## src/rtl/kvt_pkg.sv

```systemverilog
// Shared constants and types for the key/value table.
package kvt_pkg;

  localparam int ENTRIES_DEF = 64;
  localparam int KEY_W       = 32;
  localparam int VAL_W       = 32;

  localparam logic [1:0] REQ_LOOKUP = 2'd0;
  localparam logic [1:0] REQ_DELETE = 2'd1;
  localparam logic [1:0] REQ_UPSERT = 2'd2;
  localparam logic [1:0] REQ_INSERT = 2'd3;

  localparam logic [1:0] ST_DONE     = 2'd0;
  localparam logic [1:0] ST_NOTFOUND = 2'd1;
  localparam logic [1:0] ST_FULL     = 2'd2;

  typedef struct packed {
    logic clr_we;   // clear the valid mark at the sweep address
    logic load;     // capture a request and restart the search
    logic rd_en;    // read all stores at the sweep address
    logic commit;   // apply the update and load the result register
  } kvt_cmd_t;

endpackage

```

## src/rtl/key_value_table_top.sv

```systemverilog
// Top level of the associative key/value table with stream ports.
// A request passes the scan, drain and decide states; decide holds
// while a result waits on out_tready. The next request is taken only
// after a commit. The scan reads the entry stores through their
// single read port, one entry per cycle. Reset: a sweep clears the
// valid store; in_tready is low until it ends. Keys, values kept.
module key_value_table_top #(
  parameter int ENTRIES = kvt_pkg::ENTRIES_DEF
) (
  input  logic        clk,
  input  logic        rst_n,
  input  logic        in_tvalid,
  output logic        in_tready,
  input  logic [63:0] in_tdata,   // [31:0] key, [63:32] value
  input  logic [1:0]  in_tuser,   // [1:0] req_type
  output logic        out_tvalid,
  input  logic        out_tready,
  output logic [31:0] out_tdata,  // [31:0] read_value
  output logic [2:0]  out_tuser   // [0] found, [2:1] status
);

  localparam int IDX_W = $clog2(ENTRIES);

  kvt_pkg::kvt_cmd_t cmd;
  logic [IDX_W-1:0]  addr;
  logic              found;
  logic [1:0]        status;

  kvt_ctrl #(
    .ENTRIES(ENTRIES)
  ) u_ctrl (
    .clk       (clk),
    .rst_n     (rst_n),
    .in_tvalid (in_tvalid),
    .in_tready (in_tready),
    .out_tvalid(out_tvalid),
    .out_tready(out_tready),
    .cmd       (cmd),
    .addr      (addr)
  );

  kvt_dp #(
    .ENTRIES(ENTRIES)
  ) u_dp (
    .clk       (clk),
    .rst_n     (rst_n),
    .cmd       (cmd),
    .addr      (addr),
    .req_type  (in_tuser),
    .req_key   (in_tdata[31:0]),
    .req_value (in_tdata[63:32]),
    .found     (found),
    .read_value(out_tdata),
    .status    (status)
  );

  assign out_tuser = {status, found};

  // One request in flight: no transaction directly after an accepted one
  a_one_in_flight: assert property (@(posedge clk) disable iff (!rst_n)
    (in_tvalid && in_tready) |=> !in_tready)
    else $error("input accepted twice in a row");

  a_commit_shows: assert property (@(posedge clk) disable iff (!rst_n)
    cmd.commit |=> out_tvalid)
    else $error("committed result not presented");

  a_found_done: assert property (@(posedge clk) disable iff (!rst_n)
    (out_tvalid && out_tuser[0]) |-> (out_tuser[2:1] == kvt_pkg::ST_DONE))
    else $error("hit reported with a failure status");

  a_miss_no_data: assert property (@(posedge clk) disable iff (!rst_n)
    (out_tvalid && !out_tuser[0]) |-> (out_tdata == '0))
    else $error("read data on a miss");

endmodule

```

## src/rtl/kvt_dp.sv

```systemverilog
// Datapath: entry stores, sequential key search and result register.
module kvt_dp #(
  parameter int ENTRIES = kvt_pkg::ENTRIES_DEF
) (
  input  logic                       clk,
  input  logic                       rst_n,
  input  kvt_pkg::kvt_cmd_t          cmd,
  input  logic [$clog2(ENTRIES)-1:0] addr,
  input  logic [1:0]                 req_type,
  input  logic [kvt_pkg::KEY_W-1:0]  req_key,
  input  logic [kvt_pkg::VAL_W-1:0]  req_value,
  output logic                       found,
  output logic [kvt_pkg::VAL_W-1:0]  read_value,
  output logic [1:0]                 status
);

  localparam int IDX_W = $clog2(ENTRIES);

  logic [kvt_pkg::KEY_W-1:0] key_mem [ENTRIES];
  logic [kvt_pkg::VAL_W-1:0] val_mem [ENTRIES];
  logic                      vld_mem [ENTRIES];

  logic [1:0]                type_r;
  logic [kvt_pkg::KEY_W-1:0] key_r;
  logic [kvt_pkg::VAL_W-1:0] value_r;

  logic [kvt_pkg::KEY_W-1:0] key_q_r;
  logic [kvt_pkg::VAL_W-1:0] val_q_r;
  logic                      vld_q_r;
  logic [IDX_W-1:0]          addr_q_r;
  logic                      cmp_en_r;

  logic                      hit_r;
  logic [IDX_W-1:0]          hit_idx_r;
  logic [kvt_pkg::VAL_W-1:0] hit_val_r;
  logic                      free_r;
  logic [IDX_W-1:0]          free_idx_r;

  logic                      found_r;
  logic [kvt_pkg::VAL_W-1:0] rdval_r;
  logic [1:0]                status_r;

  logic                      found_nxt;
  logic [kvt_pkg::VAL_W-1:0] rdval_nxt;
  logic [1:0]                status_nxt;
  logic                      kv_we;
  logic                      val_we;
  logic                      vld_we;
  logic                      vld_wd;
  logic [IDX_W-1:0]          wr_addr;

  always_ff @(posedge clk) begin
    if (cmd.load) begin
      type_r  <= req_type;
      key_r   <= req_key;
      value_r <= req_value;
    end
  end

  // Registered reads from all three stores
  always_ff @(posedge clk) begin
    if (cmd.rd_en) begin
      key_q_r  <= key_mem[addr];
      val_q_r  <= val_mem[addr];
      vld_q_r  <= vld_mem[addr];
      addr_q_r <= addr;
    end
  end

  always_ff @(posedge clk) begin
    if (!rst_n) begin
      cmp_en_r <= 1'b0;
    end else begin
      cmp_en_r <= cmd.rd_en;
    end
  end

  // Track the matching entry and the lowest free slot as the sweep passes
  always_ff @(posedge clk) begin
    if (!rst_n) begin
      hit_r  <= 1'b0;
      free_r <= 1'b0;
    end else if (cmd.load) begin
      hit_r  <= 1'b0;
      free_r <= 1'b0;
    end else if (cmp_en_r) begin
      if (vld_q_r && (key_q_r == key_r)) begin
        hit_r <= 1'b1;
      end
      if (!vld_q_r && !free_r) begin
        free_r <= 1'b1;
      end
    end
  end

  always_ff @(posedge clk) begin
    if (cmp_en_r) begin
      if (vld_q_r && (key_q_r == key_r)) begin
        hit_idx_r <= addr_q_r;
        hit_val_r <= val_q_r;
      end
      if (!vld_q_r && !free_r) begin
        free_idx_r <= addr_q_r;
      end
    end
  end

  always_comb begin
    found_nxt  = hit_r;
    rdval_nxt  = '0;
    status_nxt = kvt_pkg::ST_DONE;
    kv_we      = 1'b0;
    val_we     = 1'b0;
    vld_we     = 1'b0;
    vld_wd     = 1'b0;
    wr_addr    = hit_r ? hit_idx_r : free_idx_r;
    unique case (type_r)
      kvt_pkg::REQ_LOOKUP: begin
        if (hit_r) begin
          rdval_nxt = hit_val_r;
        end else begin
          status_nxt = kvt_pkg::ST_NOTFOUND;
        end
      end
      kvt_pkg::REQ_DELETE: begin
        if (hit_r) begin
          vld_we = 1'b1;
        end else begin
          status_nxt = kvt_pkg::ST_NOTFOUND;
        end
      end
      kvt_pkg::REQ_UPSERT, kvt_pkg::REQ_INSERT: begin
        if (hit_r) begin
          val_we = (type_r == kvt_pkg::REQ_UPSERT);
        end else if (free_r) begin
          kv_we  = 1'b1;
          val_we = 1'b1;
          vld_we = 1'b1;
          vld_wd = 1'b1;
        end else begin
          status_nxt = kvt_pkg::ST_FULL;
        end
      end
      default: begin
        status_nxt = kvt_pkg::ST_DONE;
      end
    endcase
    kv_we  = kv_we && cmd.commit;
    val_we = val_we && cmd.commit;
    vld_we = vld_we && cmd.commit;
    // Reset sweep owns the valid store write port
    if (cmd.clr_we) begin
      vld_we  = 1'b1;
      vld_wd  = 1'b0;
      wr_addr = addr;
    end
  end

  always_ff @(posedge clk) begin
    if (kv_we) begin
      key_mem[wr_addr] <= key_r;
    end
  end

  always_ff @(posedge clk) begin
    if (val_we) begin
      val_mem[wr_addr] <= value_r;
    end
  end

  always_ff @(posedge clk) begin
    if (vld_we) begin
      vld_mem[wr_addr] <= vld_wd;
    end
  end

  always_ff @(posedge clk) begin
    if (cmd.commit) begin
      found_r  <= found_nxt;
      rdval_r  <= rdval_nxt;
      status_r <= status_nxt;
    end
  end

  assign found      = found_r;
  assign read_value = rdval_r;
  assign status     = status_r;

endmodule

```

## src/rtl/kvt_ctrl.sv

```systemverilog
// Controller: reset sweep, entry scan sequencing and stream handshakes.
module kvt_ctrl #(
  parameter int ENTRIES = kvt_pkg::ENTRIES_DEF
) (
  input  logic                       clk,
  input  logic                       rst_n,
  input  logic                       in_tvalid,
  output logic                       in_tready,
  output logic                       out_tvalid,
  input  logic                       out_tready,
  output kvt_pkg::kvt_cmd_t          cmd,
  output logic [$clog2(ENTRIES)-1:0] addr
);

  localparam int               IDX_W = $clog2(ENTRIES);
  localparam logic [IDX_W-1:0] LAST  = IDX_W'(ENTRIES - 1);

  localparam logic [2:0] S_CLEAR  = 3'd0;
  localparam logic [2:0] S_IDLE   = 3'd1;
  localparam logic [2:0] S_SCAN   = 3'd2;
  localparam logic [2:0] S_DRAIN  = 3'd3;
  localparam logic [2:0] S_DECIDE = 3'd4;

  logic [2:0]       state_r, state_nxt;
  logic [IDX_W-1:0] addr_r, addr_nxt;
  logic             out_valid_r, out_valid_nxt;

  always_comb begin
    state_nxt     = state_r;
    addr_nxt      = addr_r;
    cmd           = '0;
    out_valid_nxt = out_valid_r && !out_tready;
    unique case (state_r)
      S_CLEAR: begin
        cmd.clr_we = 1'b1;
        if (addr_r == LAST) begin
          addr_nxt  = '0;
          state_nxt = S_IDLE;
        end else begin
          addr_nxt = addr_r + 1'b1;
        end
      end
      S_IDLE: begin
        if (in_tvalid) begin
          cmd.load  = 1'b1;
          addr_nxt  = '0;
          state_nxt = S_SCAN;
        end
      end
      S_SCAN: begin
        cmd.rd_en = 1'b1;
        if (addr_r == LAST) begin
          addr_nxt  = '0;
          state_nxt = S_DRAIN;
        end else begin
          addr_nxt = addr_r + 1'b1;
        end
      end
      S_DRAIN: begin
        state_nxt = S_DECIDE;
      end
      S_DECIDE: begin
        // hold until the result register is free
        if (!out_valid_r || out_tready) begin
          cmd.commit    = 1'b1;
          out_valid_nxt = 1'b1;
          state_nxt     = S_IDLE;
        end
      end
      default: begin
        addr_nxt  = '0;
        state_nxt = S_CLEAR;
      end
    endcase
  end

  always_ff @(posedge clk) begin
    if (!rst_n) begin
      state_r     <= S_CLEAR;
      addr_r      <= '0;
      out_valid_r <= 1'b0;
    end else begin
      state_r     <= state_nxt;
      addr_r      <= addr_nxt;
      out_valid_r <= out_valid_nxt;
    end
  end

  assign in_tready  = (state_r == S_IDLE);
  assign out_tvalid = out_valid_r;
  assign addr       = addr_r;

endmodule
```

## config.mk

```make
export PLATFORM = sky130hd
export DESIGN_NAME = key_value_table_top
export DESIGN_NICKNAME = d
export VERILOG_FILES = /design/src/rtl/kvt_pkg.sv /design/src/rtl/key_value_table_top.sv /design/src/rtl/kvt_dp.sv /design/src/rtl/kvt_ctrl.sv
export SDC_FILE = /design/constraint.sdc
export NUM_CORES = 2
export LEC_CHECK = 0
export BUFFER_PORTS_ARGS = -buffer_cell sky130_fd_sc_hd__buf_4
export CORE_MARGIN = 2
export CORE_UTILIZATION = 57
export DETAILED_ROUTE_END_ITERATION = 10
export PLACE_DENSITY_LB_ADDON = 0.15
export SKIP_LAST_GASP = 1
export SYNTH_ARGS = -nofsm -noshare
export SYNTH_HDL_FRONTEND = slang
export SYNTH_MEMORY_MAX_BITS = 65536
export SYNTH_SLANG_ARGS = --single-unit
```

## constraint.sdc

```tcl
create_clock -name clk -period 5.8 [get_ports clk]
set_input_delay 0.87 -clock clk [delete_from_list [all_inputs] [get_ports clk]]
set_output_delay 0.87 -clock clk [all_outputs]
set_load 0.01 [all_outputs]
```

# Yosys cells after proc, flatten, opt, wreduce, memory -nomap -nowiden
# Memories as Yosys holds them, arrays and structs flattened. A register that Yosys moved wholly into a read port is not among the register bits.
# Index checks and enable logic that the tools add are counted.
# W data, S select, Z words.
# word_totals
mem_count	3
output_inout_bits	37
ff_bits	164
mem_bits_rw	4160
in_bits	70
word_cells	95
# classes
mux	37
add_sub_neg	1
n_bitwise	2
n_reduce_logical	23
eq_ne	13
# mem_list
name	words	width	rd	rd_clocked_by_memory_dff	wr	line	rtl
u_dp.key_mem	64	32	1	1	1	kvt_dp.sv:19	logic [kvt_pkg::KEY_W-1:0] key_mem [ENTRIES];
u_dp.val_mem	64	32	1	1	1	kvt_dp.sv:20	logic [kvt_pkg::VAL_W-1:0] val_mem [ENTRIES];
u_dp.vld_mem	64	1	1	1	1	kvt_dp.sv:21	logic vld_mem [ENTRIES];
# op_table
op	n
$eq A32 B32 Y1	1
$mux W6	4
$mux W1	23
$pmux W6 S3	1
$pmux W3 S5	1
$mux W3	4
$reduce_or A2 Y1	5
$reduce_and A2 Y1	4
$add A6 B1 Y6 const B	1
$eq A3 B2 Y1 const B	2
$eq A6 B6 Y1 const B	1
$logic_and A1 B1 Y1	6
$ne A2 B1 Y1 const B	3
$eq A2 B2 Y1 const B	2
$logic_not A1 Y1	4
$mux W2	2
$pmux W2 S2	1
$reduce_and A4 Y1	1
$eq A3 B1 Y1 const B	1
$eq A3 B3 Y1 const B	1
$logic_not A3 Y1	1
$eq A2 B1 Y1 const B	1
$logic_not A2 Y1	1
$ne A2 B2 Y1 const B	1
3 further kinds	4

# Longest topological paths before layout
# depth
ltp_word	8
mapped_depth	11
ltp_nobuf	5

# Hierarchy
# Synthesis repeated with hierarchy kept, for this count alone.
# hier_totals
hier_cells	7365
hier_area_um2	166150.6
# modules_own_cells
mod	seq_area_each_um2	instances	area_per_inst_um2	cells_per_inst
kvt_dp	131466.1	1	165596.3	7304
kvt_ctrl	200.2	1	546.8	60
key_value_table_top	0.0	1	7.5	1

# Worst setup path before layout
# Ideal clock, no wire load.
# synth_path
kind	register to register
startpoint	register u_dp.key_r[27] (netlist name)
endpoint	register u_dp.hit_idx_r[0], enable pin
stages_incl_launch_ff	5
arrival_time_ps	5408
setup_time_ps	532
n_path_buf	0
period_less_slack_ps	5940
path_slack_ps	-140
required_ps	5268
cell_sequence	edfxtp_1 xor2_1 nor4_1 nand4_1 nor4_1
# synth_between
elab_chain_len	3
# synth_rtl
element	line	rtl
start: declaration	kvt_dp.sv:24	logic [kvt_pkg::KEY_W-1:0] key_r;
start signal: assignment	kvt_dp.sv:55	key_r <= req_key;
$eq A32 B32 Y1	kvt_dp.sv:98	if (vld_q_r && (key_q_r == key_r)) begin
$logic_and A1 B1 Y1	kvt_dp.sv:98	
$reduce_and A2 Y1 (no source line)	-	
end signal: assignment	kvt_dp.sv:99	hit_idx_r <= addr_q_r;
end: declaration	kvt_dp.sv:34	logic [IDX_W-1:0] hit_idx_r;
# Every way passes these cells.
# A chain may end at the register's enable or synchronous reset.

==> key figures <==
Status
  – Status: completed

Floorplanning
  – Initial Utilization: around 57%
  – I/O pin count: 107
  – Die Span Y: around 540 um
  – Row count: ~200
  – Die area: 297000 sq um
  – Die X: between 500 and 600 um
  – Core area: 291000 sq um

STA
  – Setup Skew: 0.0411 ns
  – Period minus WS final: roughly 4.5 ns
  – Final worst slack: 1.26 ns
  – Worst Tran Pin Value: 1.45 ns
  – Fmax: 220 MHz
  – Relative slew slack: under 10%
  – Count of final hold-check violations: 0
  – Tcrit/Tclk final: between 70% and 80%
  – Setup TNS: 0 ns
  – RSZ-0062 raised after global routing: false
  – Max-slew violation count: 0
  – # setup viols final: 0

Setup path
  – Crit-path leading delay family: simple AND/OR/NAND/NOR gates
  – Reg2reg end: u_dp.val_mem[62][21]
  – Slowest stage cell, crit path: nand4_1
  – Worst Path Required: between 6 and 7 ns
  – Crit Path Category: flop to flop
  – CP startpoint kind: flop
  – FF-to-FF Start: u_ctrl.state_r[2]
  – Buf+Inv Stages, Crit Path: 2
  – Register-to-register path setup slack: around 1.3 ns
  – Slowest cell delay on critical path: about 0.85 ns
  – Crit-path max FO: 20
  – CP cell instances: nor3b_1 -> nand2_1 -> inv_2 -> nand4_1 -> nor2_4 -> buf_4
  – Critical Path End Type: flop
  – CP Data Arrival Time: 5.10 ns
  – FF-to-FF path depth: 6

Global routing
  – Largest net degree at the start of global routing: around 110
  – Antenna violations before repair: 9
  – Vias in the first global route: 80400
  – GRT Util Overall: 28.3%
  – Gr ovfl total: 0
  – First-pass GRT wire length: ~590000 um

Cells and area
  – Post-Layout Cell Count: about 12000
  – Layout cells sized above 1: 26.5%
  – Layout area overhead: 12.8%
  – # nets final: between 7000 and 8000
  – Design Area, Final: 188000 sq um

Hold path
  – Min-delay src: in_tdata[56]
  – Hold Crit Endpoint: u_dp.value_r[24]
  – Worst Hold Class: input pin to flop
  – Hold path cells: 1

Clock network
  – Clock Sinks: ~4400
  – Setup Buffers After CTS: 0
  – Hold-fix buffer count after cts: 0
  – CTS Buf Count: between 400 and 500
  – Post-cts resize count: 0
  – H-tree Lvls: 5
  – CTS tree: done
  – Clk Latency, worst-skew pair: 0.92 ns
  – Buffer depth of the longest clock path: 4
  – Root buffer cell: clkbuf_16
  – Clock transition at path regs: around 0.070 ns

Drt
  – DRC violations left: 0
  – Final WL: 419000 um
  – Vias per std cell: between 6 and 7
  – Routed Antenna Nets: 0
  – Drt wl/cell: roughly 34 um
  – DRT iter0 DRCs: slightly above 10000
  – TritonRoute pass-1 iters: 5
  – Via count: around 80000

Synthesis
  – Syn Inst Count: about 7500
  – Synthesized cell area: between 150000 and 200000 sq um
  – Count leader, synth: edfxtp_1
  – Warnings, synthesis: 0
  – Avg Inst Size Synth: ~22 sq um
  – Commonest cells in the netlist: edfxtp_1 (4376), mux4_2 (901), mux2i_1 (387)
  – Number of synthesized flops with an enable pin: 4376
  – Register bit total from synthesis: between 4000 and 5000
  – Synth Net Count: ~7600
  – FFs w/ async S/R, synth: 0%
  – Register area share after synthesis: between 70% and 80%
  – Synth unique cells: slightly below 60
  – Top_reg_cell synth: edfxtp_1
  – Leading area contributor after synthesis: edfxtp_1
  – Share of the synthesized area in the top cell type: between 70% and 80%
  – Area contributors post-synth: edfxtp_1 (79%), mux4_2 (12%), mux2i_1 (2.3%)

Place
  – Placed cell areas: between 150000 and 200000 sq um
  – Pre-CTS WS: about 1.4 ns
  – Placed Cells: approximately 11000
  – # port buffers: 106
  – Post-DP HPWL: approximately 240000 um
  – Gp weighted congestion: 0.845

Power
  – Leak: 57.8 nW
  – Power density cells: about 350 nW/um^2
  – Maximum VDD drop: ~0.33 mV

Run
  – Max-cap violations: 0
placed cells by master, fill, tap and decap left out, drive strengths merged, types with 45 or more instances in the layout:
master  count
buf       406
mux2i     389
o21ai      45
a21oi      97
clkbuf    521
o22ai     195
a221oi     65
bufinv     53
a211oi     74
edfxtp   4376
a22oi      75
nor3       67
o221ai     65
mux4      901
clkinv    185
mux2      115
nand2      96
nor2      240
state kept, by name (all words and copies together) (netlist names), 2 cells and up:
signal	flops
u_dp.hit_idx_r	6
u_dp.hit_val_r	32
u_dp.val_q_r	32
u_dp.type_r	2
u_dp.read_value	32
u_dp.addr_q_r	6
u_dp.key_mem	2048
u_dp.free_idx_r	6
u_dp.value_r	32
u_dp.key_r	32
u_ctrl.addr	6
u_ctrl.state_r	3
u_dp.val_mem	2048
u_dp.status	2
u_dp.vld_mem	64
u_dp.key_q_r	32
per-layer routing:
metal / vias up / part of all wire [%] / GRT usage [%]
li1: 32600 / - / -
met1: 43000 / 38 / 39.2
met2: 3823 / 49 / 45.9
met3: 707 / 6.9 / 3.16
met4: 0 / 5.3 / 13.3
met5: - / 0 / 0
area by class of cell:
class,instances,area (sq um)
Antenna cell,8,20.0
Clock buffer,521,11200
Clock inverter,256,2630
Fill cell,19000,103000
Inverter,7,32.5
Multi-Input combinational cell,2677,34200
Sequential cell,4389,132000
Tap cell,3900,4880
Timing Repair Buffer,406,3430
worst max path at each step:
stage / from / endpoint / slack, ns / depth (start not counted)
2_1_floorplan: u_dp.key_r[27] / u_dp.hit_idx_r[0] / 1.47 / 4
3_5_place_dp: u_ctrl.addr[0] / u_dp.key_q_r[28] / 1.35 / 7
5_1_grt: u_ctrl.state_r[2] / u_dp.val_mem[62][21] / 1.15 / 6
4_1_cts: u_ctrl.addr[0] / u_dp.key_q_r[28] / 1.33 / 7
6_report: u_ctrl.state_r[2] / u_dp.val_mem[62][21] / 1.26 / 6
3_3_place_gp: u_ctrl.addr[0] / u_dp.key_q_r[28] / 1.36 / 7
where the power goes:
part | internal [mW] | total [mW] | switching (mW)
sequential | 34.4 | 34.4 | 0.0301
clock | 16.0 | 27.5 | 11.5
combinational | 1.40 | 3.02 | 1.62
kinds of logic (layout without fill, tap and decap cells):
group | count (synthesis) | count (layout) | synth area share [%]
AO/OA/AOI/OAI | 697 | 697 | 2.90
XOR/XNOR | 32 | 32 | 0.168
adder cells (fa/ha/maj) | 1 | 1 | 0.00750
buffers and inverters | 435 | 1190 | 1.16
flip-flops | 4389 | 4389 | 79.0
multiplexers | 1405 | 1405 | 15.3
other | 0 | 8 | 0
AND/OR/NAND/NOR | 542 | 542 | 1.50
stage by stage:
stage	total power, mW	util [%]	hold WS [ns]
2_1_floorplan	37.2	-	0.400
3_3_place_gp	38.1	59.8	0.404
3_5_place_dp	38.1	59.8	0.405
4_1_cts	65.3	64.6	0.0647
5_1_grt	66.5	64.6	0.0995
6_report	64.9	64.6	0.122
Power figures use the tool's default switching activity.
